===== src/rtl/chm_pkg.sv =====
// ----------------------------------------------------------------------------
// chm_pkg
// Shared constants, types and the key hash for the chained hash map engine.
// ----------------------------------------------------------------------------
package chm_pkg;

	localparam int CAPACITY_DEF      = 256;
	localparam int BUCKETS_DEF       = 64;
	localparam int MAX_KEY_BYTES_DEF = 8;
	localparam int KEY_W             = 64;
	localparam int KLEN_W            = 4;
	localparam int VAL_W             = 32;
	localparam int CNT_W             = 9;

	typedef enum logic [1:0] {
		CMD_GET = 2'd0,
		CMD_SET = 2'd1,
		CMD_DEL = 2'd2,
		CMD_NOP = 2'd3
	} cmd_t;

	typedef enum logic [1:0] {
		ST_OK       = 2'd0,
		ST_NOTFOUND = 2'd1,
		ST_FULL     = 2'd2
	} status_t;

	typedef enum logic [2:0] {
		BK_IDLE,
		BK_HEAD,
		BK_READ,
		BK_CMP,
		BK_ALLOC,
		BK_DONE
	} bk_state_t;

	// one hash round on one byte
	function automatic logic [31:0] oat_round(input logic [31:0] h, input logic [7:0] b);
		logic [31:0] t;
		t = h + {24'd0, b};
		t = t + (t << 10);
		t = t ^ (t >> 6);
		return t;
	endfunction

	function automatic logic [31:0] oat_final(input logic [31:0] h);
		logic [31:0] t;
		t = h + (h << 3);
		t = t ^ (t >> 11);
		t = t + (t << 15);
		return t;
	endfunction

endpackage


===== src/rtl/chm_front.sv =====
// ----------------------------------------------------------------------------
// chm_front
// Accepts requests, masks the key, hashes it one byte a cycle and pushes a
// classified request into a two-deep queue.
// ----------------------------------------------------------------------------
module chm_front import chm_pkg::*; #(
	parameter int BUCKETS       = BUCKETS_DEF,
	parameter int MAX_KEY_BYTES = MAX_KEY_BYTES_DEF
) (
	input  logic                       clk,
	input  logic                       arst_n,
	input  logic                       valid,
	output logic                       stall,
	input  logic [1:0]                 command,
	input  logic [KEY_W-1:0]           key,
	input  logic [KLEN_W-1:0]          key_length,
	input  logic signed [VAL_W-1:0]    value,
	output logic                       q_valid,
	input  logic                       q_pop,
	output logic [1:0]                 q_cmd,
	output logic [KEY_W-1:0]           q_key,
	output logic [KLEN_W-1:0]          q_len,
	output logic [VAL_W-1:0]           q_val,
	output logic [$clog2(BUCKETS)-1:0] q_bucket
);
	localparam int BW = $clog2(BUCKETS);
	localparam int QW = 2 + KEY_W + KLEN_W + VAL_W + BW;

	logic              busy_q;
	logic [1:0]        cmd_q;
	logic [KEY_W-1:0]  key_q;
	logic [KLEN_W-1:0] len_q;
	logic [VAL_W-1:0]  val_q;
	logic [31:0]       h_q;
	logic [KLEN_W-1:0] idx_q;
	logic [KLEN_W-1:0] len_c;
	logic [KEY_W-1:0]  mask_c;
	logic              hash_done;
	logic [31:0]       hfin;
	logic [QW-1:0]     qmem_q [2];
	logic              wp_q, rp_q;
	logic [1:0]        cnt_q;
	logic              push;
	logic [QW-1:0]     qout;

	always_comb begin
		len_c = (key_length > KLEN_W'(MAX_KEY_BYTES)) ? KLEN_W'(MAX_KEY_BYTES) : key_length;
		for (int i = 0; i < 8; i++)
			mask_c[8*i +: 8] = (KLEN_W'(i) < len_c) ? 8'hFF : 8'h00;
	end

	assign stall     = busy_q;
	assign hash_done = busy_q && (idx_q == len_q);
	assign push      = hash_done && (cnt_q != 2'd2);
	assign hfin      = oat_final(h_q);

	always_ff @(posedge clk or negedge arst_n) begin
		if (!arst_n) begin
			busy_q <= 1'b0;
		end else if (valid && !busy_q) begin
			busy_q <= 1'b1;
		end else if (push) begin
			busy_q <= 1'b0;
		end
	end

	always_ff @(posedge clk) begin
		if (valid && !busy_q) begin
			cmd_q <= command;
			key_q <= key & mask_c;
			len_q <= len_c;
			val_q <= value;
			h_q   <= '0;
			idx_q <= '0;
		end else if (busy_q && idx_q != len_q) begin
			h_q   <= oat_round(h_q, key_q[8*idx_q[2:0] +: 8]);
			idx_q <= idx_q + 1'b1;
		end
	end

	always_ff @(posedge clk or negedge arst_n) begin
		if (!arst_n) begin
			wp_q  <= 1'b0;
			rp_q  <= 1'b0;
			cnt_q <= '0;
		end else begin
			if (push)
				wp_q <= ~wp_q;
			if (q_pop)
				rp_q <= ~rp_q;
			cnt_q <= cnt_q + {1'b0, push} - {1'b0, q_pop};
		end
	end

	always_ff @(posedge clk) begin
		if (push)
			qmem_q[wp_q] <= {cmd_q, key_q, len_q, val_q, hfin[BW-1:0]};
	end

	assign qout    = qmem_q[rp_q];
	assign q_valid = (cnt_q != 2'd0);
	assign {q_cmd, q_key, q_len, q_val, q_bucket} = qout;
endmodule


===== config.mk =====
export PLATFORM = sky130hd
export DESIGN_NAME = chm_front
export DESIGN_NICKNAME = d
export VERILOG_FILES = /design/src/rtl/chm_pkg.sv /design/src/rtl/chm_front.sv
export SDC_FILE = /design/constraint.sdc
export NUM_CORES = 1
export LEC_CHECK = 0
export ABC_AREA = 1
export BUFFER_PORTS_ARGS = -buffer_cell sky130_fd_sc_hd__buf_4
export CORE_ASPECT_RATIO = 0.6
export CORE_UTILIZATION = 60
export CTS_CLUSTER_SIZE = 20
export DETAILED_ROUTE_END_ITERATION = 12
export PLACE_DENSITY = 0.82
export SETUP_SLACK_MARGIN = 0.1
export SKIP_CTS_REPAIR_TIMING = 1
export SLEW_MARGIN = 20
export SYNTH_ARGS = -nofsm -noshare
export SYNTH_HDL_FRONTEND = slang
export SYNTH_SLANG_ARGS = --single-unit

===== constraint.sdc =====
create_clock -name clk -period 17.8 [get_ports clk]
set_input_delay 0.89 -clock clk [delete_from_list [all_inputs] [get_ports clk]]
set_output_delay 0.89 -clock clk [all_outputs]
set_load 0.01 [all_outputs]

==> metrics.yaml, run 1 <==
path_common_cell: "nand2_1"
tns_ns: 0
synth_cell_type_count: 51
dpl.hpwl_microns: 32500
cap_violations: 0
grt_pass1_vias: 11100
portBuffers: 215
pre_cts_slack_ns: 12.29
utilization: 0.728
ys_seq_area_frac: 0.618
antenna_found_initial: 0
fp.coreArea_sq_um: 27500
drv_slew: 0
rows: 47
layout_commonest_cell: "edfxtp_1"
syn_inst: 1446
io_pins: 216
htree_levels: 1
grt_busiest_layer: "met1"
clock_sinks: 359
grt_use_met2: 0.446
worst_slew_pin_slew_ns: 1.02
totalWireLength_microns: 45200
grt_usage: 0.315
initialDrtViolationCount: 1445
grt_max_degree: 66
worstSetupStartpointType: "flip-flop"
stdcell_count: 2057
outcome: "finished, final reports clean"
fmax_mhz: 173
worst-endpoint-arrival_ns: 6.27
routedWlPerCell_microns: 22.0
hold_viol_final: 0
yosysWarnings: 0
avgSynthCellArea_sq_um: 11.6
grt_pass1_wl_microns: 66700
layout_common_cells: "edfxtp_1, buf_4, nand2_1, inv_1, nor2_1"
use_met1: 0.482
diodes: 0
die_h_microns: 132
period_minus_slack_ns: 5.76
first_pass_iters: 5
start_util: 0.611
rsz0062_at_grt: "no"
path_clk_slew_ns: 0.07
final_nets: 1817
vias: 11800
ys_ff_latch: 359
cts_root_buffer: "clkbuf_16"
cts_made_buffers: 31
area_growth_pct: 19.2
cpPeakStageDelay_ns: 0.74
via_per_inst: 5.74
fillers: 1788
die-area_sq_um: 28700
tritoncts: "done"
cts_max_path_buffers: 3
setup_viol: 0
relSlewSlack: 0.318
hold_path_class: "in -> async"
global_route.usage.met3: 0.100
slowest_stage: "dfxtp_1"
overflow: 0
synth_area_sq_um: 16800
min_period_over_period: 0.324
drc: 0
cp_cell_sequence: "clkinv_1 > nor2_1 > o21ai_0 > a31oi_1 > ha_1 > fa_1 > nand3_1 > nand3_2 > nand3_1 > nor3_1 > xor2_1 > inv_1 > ha_1 > a21o_1 > a31oi_1 > nor2_2 > nor2_2 > nand2_1 > nand2_1 > nand2_1 > nand2_1 > nand3_1 > nand2_1 > inv_1"
setup_slack_ns: 12.04
drive_above_1_share: 0.270
crit_fanout: 19
die_width_microns: 218
fin_worst_skew_ns: 0.0244
critPathKind: "reg -> reg"
drtAntennaViolNets: 0
synth_fp_nets: 1598
dp_cells: 1999
cp-end-kind: "flip-flop"
worstSkewPairLatency_ns: 0.60
gp_congestion: 1.03
crit_required_ns: 18.30
[cells in the mapped netlist, drive strengths merged]
cell / count / area, sq um
dfxtp: 36 / 721
clkinv: 2 / 7.51
mux2: 108 / 1220
a21oi: 55 / 279
nand3b: 5 / 37.5
o32ai: 1 / 8.76
xor2: 51 / 462
dfrtp: 5 / 125
fa: 3 / 60.1
a31o: 1 / 8.76
o211a: 1 / 10.0
o31ai: 4 / 30.0
o21ai: 47 / 235
o21bai: 4 / 30.0
a21o: 2 / 15.0
and2: 2 / 12.5
xnor2: 27 / 244
edfxtp: 318 / 9550
ha: 43 / 538
nor3: 12 / 91.3
nor2: 170 / 691
a31oi: 11 / 75.1
inv: 183 / 687
nand4: 13 / 81.3
a21boi: 1 / 7.51
nor3b: 1 / 7.51
nand3: 67 / 395
nor4: 1 / 6.26
o2111ai: 1 / 8.76
o21a: 1 / 7.51
clkbuf: 37 / 139
buf: 3 / 16.3
nand2: 204 / 843
or2: 1 / 6.26
o211ai: 1 / 7.51
o22ai: 24 / 150
[registers in the layout (all words and copies together) (netlist names)]
name / flops
idx_q: 4
qmem_q: 216
val_q: 32
h_q: 32
wp_q: 1
cnt_q: 2
rp_q: 1
len_q: 4
cmd_q: 2
key_q: 64
stall: 1
[kinds of logic after synthesis]
logic type / count (synthesis) / share of synthesized area
adder cells (fa/ha/maj): 46 / 0.0356
buffers and inverters: 225 / 0.0505
AO/OA/AOI/OAI: 154 / 0.0520
multiplexers: 108 / 0.0723
XOR/XNOR: 78 / 0.0420
AND/OR/NAND/NOR: 476 / 0.129
flip-flops: 359 / 0.618
[layout make-up]
type                            count  area [sq um]  share of cell area
Clock inverter                     26           422              0.0210
Timing Repair Buffer              226          1700              0.0847
Multi-Input combinational cell    862          5590               0.279
Clock buffer                       32           779              0.0389
Tap cell                          367           459              0.0229
Sequential cell                   359         10400               0.519
Inverter                          185           694              0.0347
[per-stage QoR]
step                      area, sq um  hold WS, ns
after floorplan                 16800        0.421
after global placement          18800        0.422
after detailed placement        18800        0.429
after CTS                       20000       0.0738
after global routing            20000       0.0726
final                           20000       0.0912
[layer usage]
layer  wire (microns)  vias up
li1                 -     5396
met1            19800     5682
met2            19000      673
met3             5700       65
met4              726        0
met5                0        -
[critical path: cells and delay by family, from the launching register on]
kind | cells | cell delay (ns)
compound gates | 4 | 0.99
flops | 1 | 0.74
fa+ha+maj | 3 | 1.01
buf+inv | 3 | 0.80
xor+xnor | 1 | 0.21
simple gates | 13 | 1.89
[worst paths after layout]
path,from,end,slack [ns],depth (start not counted)
max,idx_q[1],h_q[23],12.04,24
min,arst_n,cnt_q[0],0.09,1
max reg2reg,idx_q[1],h_q[23],12.04,24
min reg2reg,val_q[29],qmem_q[0][35],0.45,0
max in group asynchronous,arst_n,rp_q,17.56,1
min in group clk,val_q[29],qmem_q[0][35],0.45,0
Power of run 1 is not shown: default switching activity piles up to over one toggle a cycle in this logic, so the estimate is an artifact.
==> inputs of run 2 (changes only) <==
--- a/config.mk
+++ b/config.mk
@@ -8,10 +8,10 @@
 export ABC_AREA = 1
 export BUFFER_PORTS_ARGS = -buffer_cell sky130_fd_sc_hd__buf_4
 export CORE_ASPECT_RATIO = 0.6
-export CORE_UTILIZATION = 60
+export CORE_UTILIZATION = 58
 export CTS_CLUSTER_SIZE = 20
 export DETAILED_ROUTE_END_ITERATION = 12
-export PLACE_DENSITY = 0.82
+export PLACE_DENSITY = 0.8
 export SETUP_SLACK_MARGIN = 0.1
 export SKIP_CTS_REPAIR_TIMING = 1
 export SLEW_MARGIN = 20
==> constraint.sdc (replaced) <==
create_clock -name clk -period 5.5 [get_ports clk]
set_input_delay 0.275 -clock clk [delete_from_list [all_inputs] [get_ports clk]]
set_output_delay 0.275 -clock clk [all_outputs]
set_load 0.01 [all_outputs]
==> run 2 against run 1 <==
The flow now finishes with violations (hold timing); final area rose by 2.1%; utilization rose by 0.27 points; final cell count rose by 2.8%; non-clock buffer count is 59 higher; register-to-register slack worse by 12 ns; clock skew decreased by 0.0038 ns; count of clock-buffer cells in the layout rose by 8; die area grew 3.4%; routed wire length is 3.4% higher; global-route usage shrank 1.6 points; worst setup slack worse by 12 ns; critical path type unchanged; critical endpoint is now h_q[22].
==> metrics.yaml, run 2 (same netlist as run 1, synthesis figures left out) <==
cts_root_buffer: "clkbuf_16"  # unchanged
stdcell_count: 2114  # was 2057
min_period_over_period: 0.925  # was 0.324
tritoncts: "done"  # unchanged
top_regs: "qmem_q x216, key_q x64"  # unchanged
routedWlPerCell_microns: 22.1  # was 22.0 microns
r2r_slack_ns: 0.41  # was 12.04 ns
fillers: 1795  # was 1788
cts_max_path_buffers: 3  # unchanged
largest-register: "qmem_q"  # unchanged
cts_made_buffers: 31  # unchanged
rr_endpoint: "h_q[22]"  # was h_q[23]
hold_ws_ns: -0.0171  # was 0.0912 ns
final-seq-area_sq_um: 10400  # unchanged
utilization: 0.731  # was 0.728
hold_path_class: "in -> reg"  # was in -> async
relSlewSlack: 0.267  # was 0.318
dpl.hpwl_microns: 33100  # was 32500 microns
crit_fanout: 19  # unchanged
fmax_mhz: 197  # was 173 MHz
cp-startpoint: "idx_q[1]"  # unchanged
path_clk_slew_ns: 0.07  # about the same
grt_pass1_wl_microns: 66100  # was 66700 microns
crit_required_ns: 5.98  # was 18.30 ns
fp.coreArea_sq_um: 28000  # was 27500 sq um
diodes: 0  # unchanged
io_pins: 216  # unchanged
via_per_inst: 5.72  # was 5.74
drive_above_1_share: 0.263  # was 0.270
vias: 12100  # was 11800
clock_sinks: 359  # unchanged
worst_slew_pin_slew_ns: 1.10  # was 1.02 ns
gp_congestion: 1.03  # about the same
fin_worst_skew_ns: 0.0206  # was 0.0244 ns
antenna_found_initial: 0  # unchanged
overflow: 0  # unchanged
die-area_sq_um: 29700  # was 28700 sq um
htree_levels: 1  # unchanged
worstSkewPairLatency_ns: 0.59  # was 0.60 ns
outcome: "finished, violations left"  # was finished, final reports clean
dr.max_layer_used: "met4"  # unchanged
die_h_microns: 134  # was 132 microns
violations: "hold timing"
cp-end-kind: "flip-flop"  # unchanged
rows: 47  # unchanged
grt_max_degree: 123  # was 66
rr_startpoint: "idx_q[1]"  # unchanged
initialDrtViolationCount: 1555  # was 1445
wl_met1_microns: 20600  # was 19800 microns
drtAntennaViolNets: 0  # unchanged
hold_start: "key[60]"
ff2ff_path_depth: 26  # was 24
pre_cts_slack_ns: 0.534  # was 12.29 ns
multi_input_comb_area_sq_um: 5590  # unchanged
critPathCapture: "h_q[22]"  # was h_q[23]
largest_register_ffs: 216  # unchanged
dp_cells: 2005  # was 1999
cap_violations: 0  # unchanged
final_nets: 1876  # was 1817
drc: 0  # unchanged
critPathKind: "reg -> reg"  # unchanged
wl_met3_microns: 6170  # was 5700 microns
routed-wl-met2_microns: 19100  # was 19000 microns
grt_usage: 0.299  # was 0.315
tns_ns: 0  # unchanged
worstSetupStartpointType: "flip-flop"  # unchanged
portBuffers: 215  # unchanged
setup_viol: 0  # unchanged
grt_pass1_vias: 11100  # unchanged
rsz0062_at_grt: "no"  # unchanged
layout_commonest_cell: "edfxtp_1"  # unchanged
hold_viol_final: 6  # was 0
worst-endpoint-arrival_ns: 5.57  # was 6.27 ns
layout_common_cells: "edfxtp_1, buf_4, nand2_1, inv_1, nor2_1"  # unchanged
period_minus_slack_ns: 5.09  # was 5.76 ns
start_util: 0.601  # was 0.611
first_pass_iters: 6  # was 5
totalWireLength_microns: 46800  # was 45200 microns
die_width_microns: 222  # was 218 microns
drv_slew: 0  # unchanged
setup_slack_ns: 0.411  # was 12.04 ns
area_growth_pct: 21.7  # was 19.2%
[run 2: changes by cell type in the layout (fill, tap and decap cells not counted), moves of 2 or more]
| cell | change |
|---|---|
| buf_4 | +2 |
| buf_12 | +3 |
| dlygate4sd3_1 | +53 |
| clkinv_2 | +5 |
| bufinv_16 | -8 |
| clkbuf_1 | +8 |
| clkinv_1 | -7 |
[run 2: final cells by class]
class                           instances  share of cell area
Multi-Input combinational cell        862               0.273
Inverter                              185              0.0341
Clock buffer                           40              0.0396
Timing Repair Buffer                  285               0.114
Clock inverter                         16             0.00850
Sequential cell                       359               0.508
Tap cell                              367              0.0224
[run 2: stage by stage]
step / hold WS, ns / area [sq um]
final: -0.0171 / 20500
after global routing: -0.000564 / 20500
after CTS: -0.529 / 19900
after detailed placement: 0.0871 / 18900
after global placement: 0.0871 / 18900
after floorplan: -0.0206 / 16800
[run 2: critical path: stages, from the launching register on]
cell and delay, ns:
dfxtp_1 0.38, clkinvlp_4 0.32, o21ai_0 0.17, o22ai_1 0.09, nor2_1 0.10, a31oi_1 0.06
ha_1 0.30, fa_1 0.46, nand3_1 0.14, nand3_2 0.16, xor2_1 0.33, ha_1 0.36
inv_1 0.11, fa_1 0.45, o211a_1 0.28, nor2_1 0.09, nand3_1 0.10, nand2_2 0.12
nand2_1 0.07, nand2_2 0.13, nand3_1 0.19, nand3b_1 0.13, nand2_1 0.13, nand2_1 0.09
nand2_1 0.05, o21ai_1 0.14, inv_1 0.04
[run 2: worst min path at each step]
stage                            to  slack, ns  depth (start not counted)
after floorplan            cnt_q[0]      -0.02                          0
after global placement     cnt_q[1]       0.09                          1
after detailed placement   cnt_q[1]       0.09                          1
after CTS                      rp_q      -0.53                          1
after global routing      key_q[51]    -0.0006                          3
final                     key_q[60]      -0.02                          3
[run 2: layer usage]
metal / track usage / vias to the layer above
met5: 0 / -
met1: 0.463 / 5778
li1: - / 5523
met2: 0.407 / 720
met4: 0.0575 / 0
met3: 0.101 / 71
Power of run 2 is left out for the same reason.
==> inputs of run 3 (changes only) <==
--- a/config.mk
+++ b/config.mk
@@ -11,6 +11,7 @@
 export CORE_UTILIZATION = 58
 export CTS_CLUSTER_SIZE = 20
 export DETAILED_ROUTE_END_ITERATION = 12
+export HOLD_SLACK_MARGIN = 0.15
 export PLACE_DENSITY = 0.8
 export SETUP_SLACK_MARGIN = 0.1
 export SKIP_CTS_REPAIR_TIMING = 1
==> run 3 against run 2 <==
Die area did not move; critical path depth did not move; worst setup slack improved by 0.032 ns; global-route usage did not move; register-to-register slack improved by 0.03 ns; highest routed layer unchanged; the run now ends clean.
==> metrics.yaml, run 3 (same netlist as run 1, synthesis figures left out) <==
outcome: "finished, final reports clean"  # was finished, violations left
clock_sinks: 359  # unchanged
first_pass_iters: 6  # unchanged
worstSkewPairLatency_ns: 0.58  # was 0.59 ns
cts_root_buffer: "clkbuf_16"  # unchanged
grt_pass1_vias: 11100  # unchanged
die_width_microns: 222  # unchanged
crit_fanout: 19  # unchanged
drv_slew: 0  # unchanged
path_common_cell: "nand2_1"  # unchanged
worstSetupStartpointType: "flip-flop"  # unchanged
drtAntennaViolNets: 0  # unchanged
period_minus_slack_ns: 5.06  # was 5.09 ns
start_util: 0.601  # unchanged
cap_violations: 0  # unchanged
io_pins: 216  # unchanged
worst-endpoint-arrival_ns: 5.54  # was 5.57 ns
top_regs: "qmem_q x216, key_q x64"  # unchanged
worst_slew_pin_slew_ns: 1.07  # was 1.10 ns
gp_congestion: 1.03  # unchanged
final-seq-area_sq_um: 10400  # unchanged
largest_register_ffs: 216  # unchanged
dp_cells: 2005  # unchanged
pre_cts_slack_ns: 0.534  # unchanged
drc: 0  # unchanged
fillers: 1702  # was 1795
rsz0062_at_grt: "no"  # unchanged
grt_pass1_wl_microns: 66100  # unchanged
area_growth_pct: 25.1  # was 21.7%
totalWireLength_microns: 48700  # was 46800 microns
routedWlPerCell_microns: 22.4  # was 22.1 microns
cts_made_buffers: 31  # unchanged
hold_path_class: "in -> reg"  # unchanged
min_period_over_period: 0.919  # was 0.925
initialDrtViolationCount: 1697  # was 1555
via_per_inst: 5.74  # was 5.72
cp-end-kind: "flip-flop"  # unchanged
final_nets: 1932  # was 1876
drive_above_1_share: 0.255  # was 0.263
stdcell_count: 2172  # was 2114
rows: 47  # unchanged
fp.coreArea_sq_um: 28000  # unchanged
die_h_microns: 134  # unchanged
antenna_found_initial: 1  # was 0
layout_common_cells: "edfxtp_1, buf_4, nand2_1, inv_1, nor2_1"  # unchanged
dpl.hpwl_microns: 33100  # unchanged
overflow: 0  # unchanged
layout_commonest_cell: "edfxtp_1"  # unchanged
slowest_stage: "fa_1"  # unchanged
cpPeakStageDelay_ns: 0.46  # about the same
multi_input_comb_area_sq_um: 5590  # unchanged
vias: 12500  # was 12100
crit_required_ns: 5.98  # about the same
path_clk_slew_ns: 0.07  # about the same
portBuffers: 215  # unchanged
setup_slack_ns: 0.443  # was 0.411 ns
cts_max_path_buffers: 3  # unchanged
placed_area_sq_um: 18900  # unchanged
setup_viol: 0  # unchanged
grt_usage: 0.299  # unchanged
final_area_sq_um: 21000  # was 20500 sq um
critPathKind: "reg -> reg"  # unchanged
hold_viol_final: 0  # was 6
tritoncts: "done"  # unchanged
utilization: 0.751  # was 0.731
grt_max_degree: 123  # unchanged
htree_levels: 1  # unchanged
largest-register: "qmem_q"  # unchanged
fmax_mhz: 198  # was 197 MHz
fin_worst_skew_ns: 0.0120  # was 0.0206 ns
relSlewSlack: 0.289  # was 0.267
die-area_sq_um: 29700  # unchanged
-- run 3: through the flow --
stage	setup TNS (ns)	hold slack [ns]
5_1_grt	0	0.152
6_report	0	0.141
3_3_place_gp	0	0.0871
2_1_floorplan	-139.96	-0.0206
4_1_cts	0	-0.529
3_5_place_dp	0	0.0871
-- run 3: routing by layer --
| layer | global-route usage | routed length [microns] |
|---|---|---|
| met1 | 0.463 | 21000 |
| met2 | 0.407 | 20600 |
| met3 | 0.101 | 6350 |
| met4 | 0.0575 | 789 |
| met5 | 0 | 0 |
-- run 3: final cells by class --
type / instances / share of cell area
Sequential cell: 359 / 0.495
Multi-Input combinational cell: 862 / 0.266
Timing Repair Buffer: 341 / 0.137
Clock buffer: 40 / 0.0385
Inverter: 185 / 0.0332
Tap cell: 367 / 0.0218
Clock inverter: 16 / 0.00827
Antenna cell: 2 / 0.000238
-- run 3: path summary, 6_finish.rpt --
check                                   start       endpoint  slack, ns  cells after the start
worst max-delay path                 idx_q[1]        h_q[22]       0.44                     26
worst min-delay path            key_length[2]       len_q[2]       0.14                      3
worst max register to register       idx_q[1]        h_q[22]       0.44                     26
worst min register to register       val_q[4]  qmem_q[0][10]       0.45                      0
max in group asynchronous              arst_n           rp_q       4.56                      3
min in group asynchronous              arst_n           rp_q       0.68                      3
-- run 3: worst max-delay path, delay by kind of cell (launching register included) --
family | cells | cell delay [ns]
simple gates | 13 | 1.48
xor+xnor | 1 | 0.33
compound gates | 5 | 0.74
buf+inv | 3 | 0.46
flops | 1 | 0.39
fa+ha+maj | 4 | 1.56
Power of run 3 is left out for the same reason.
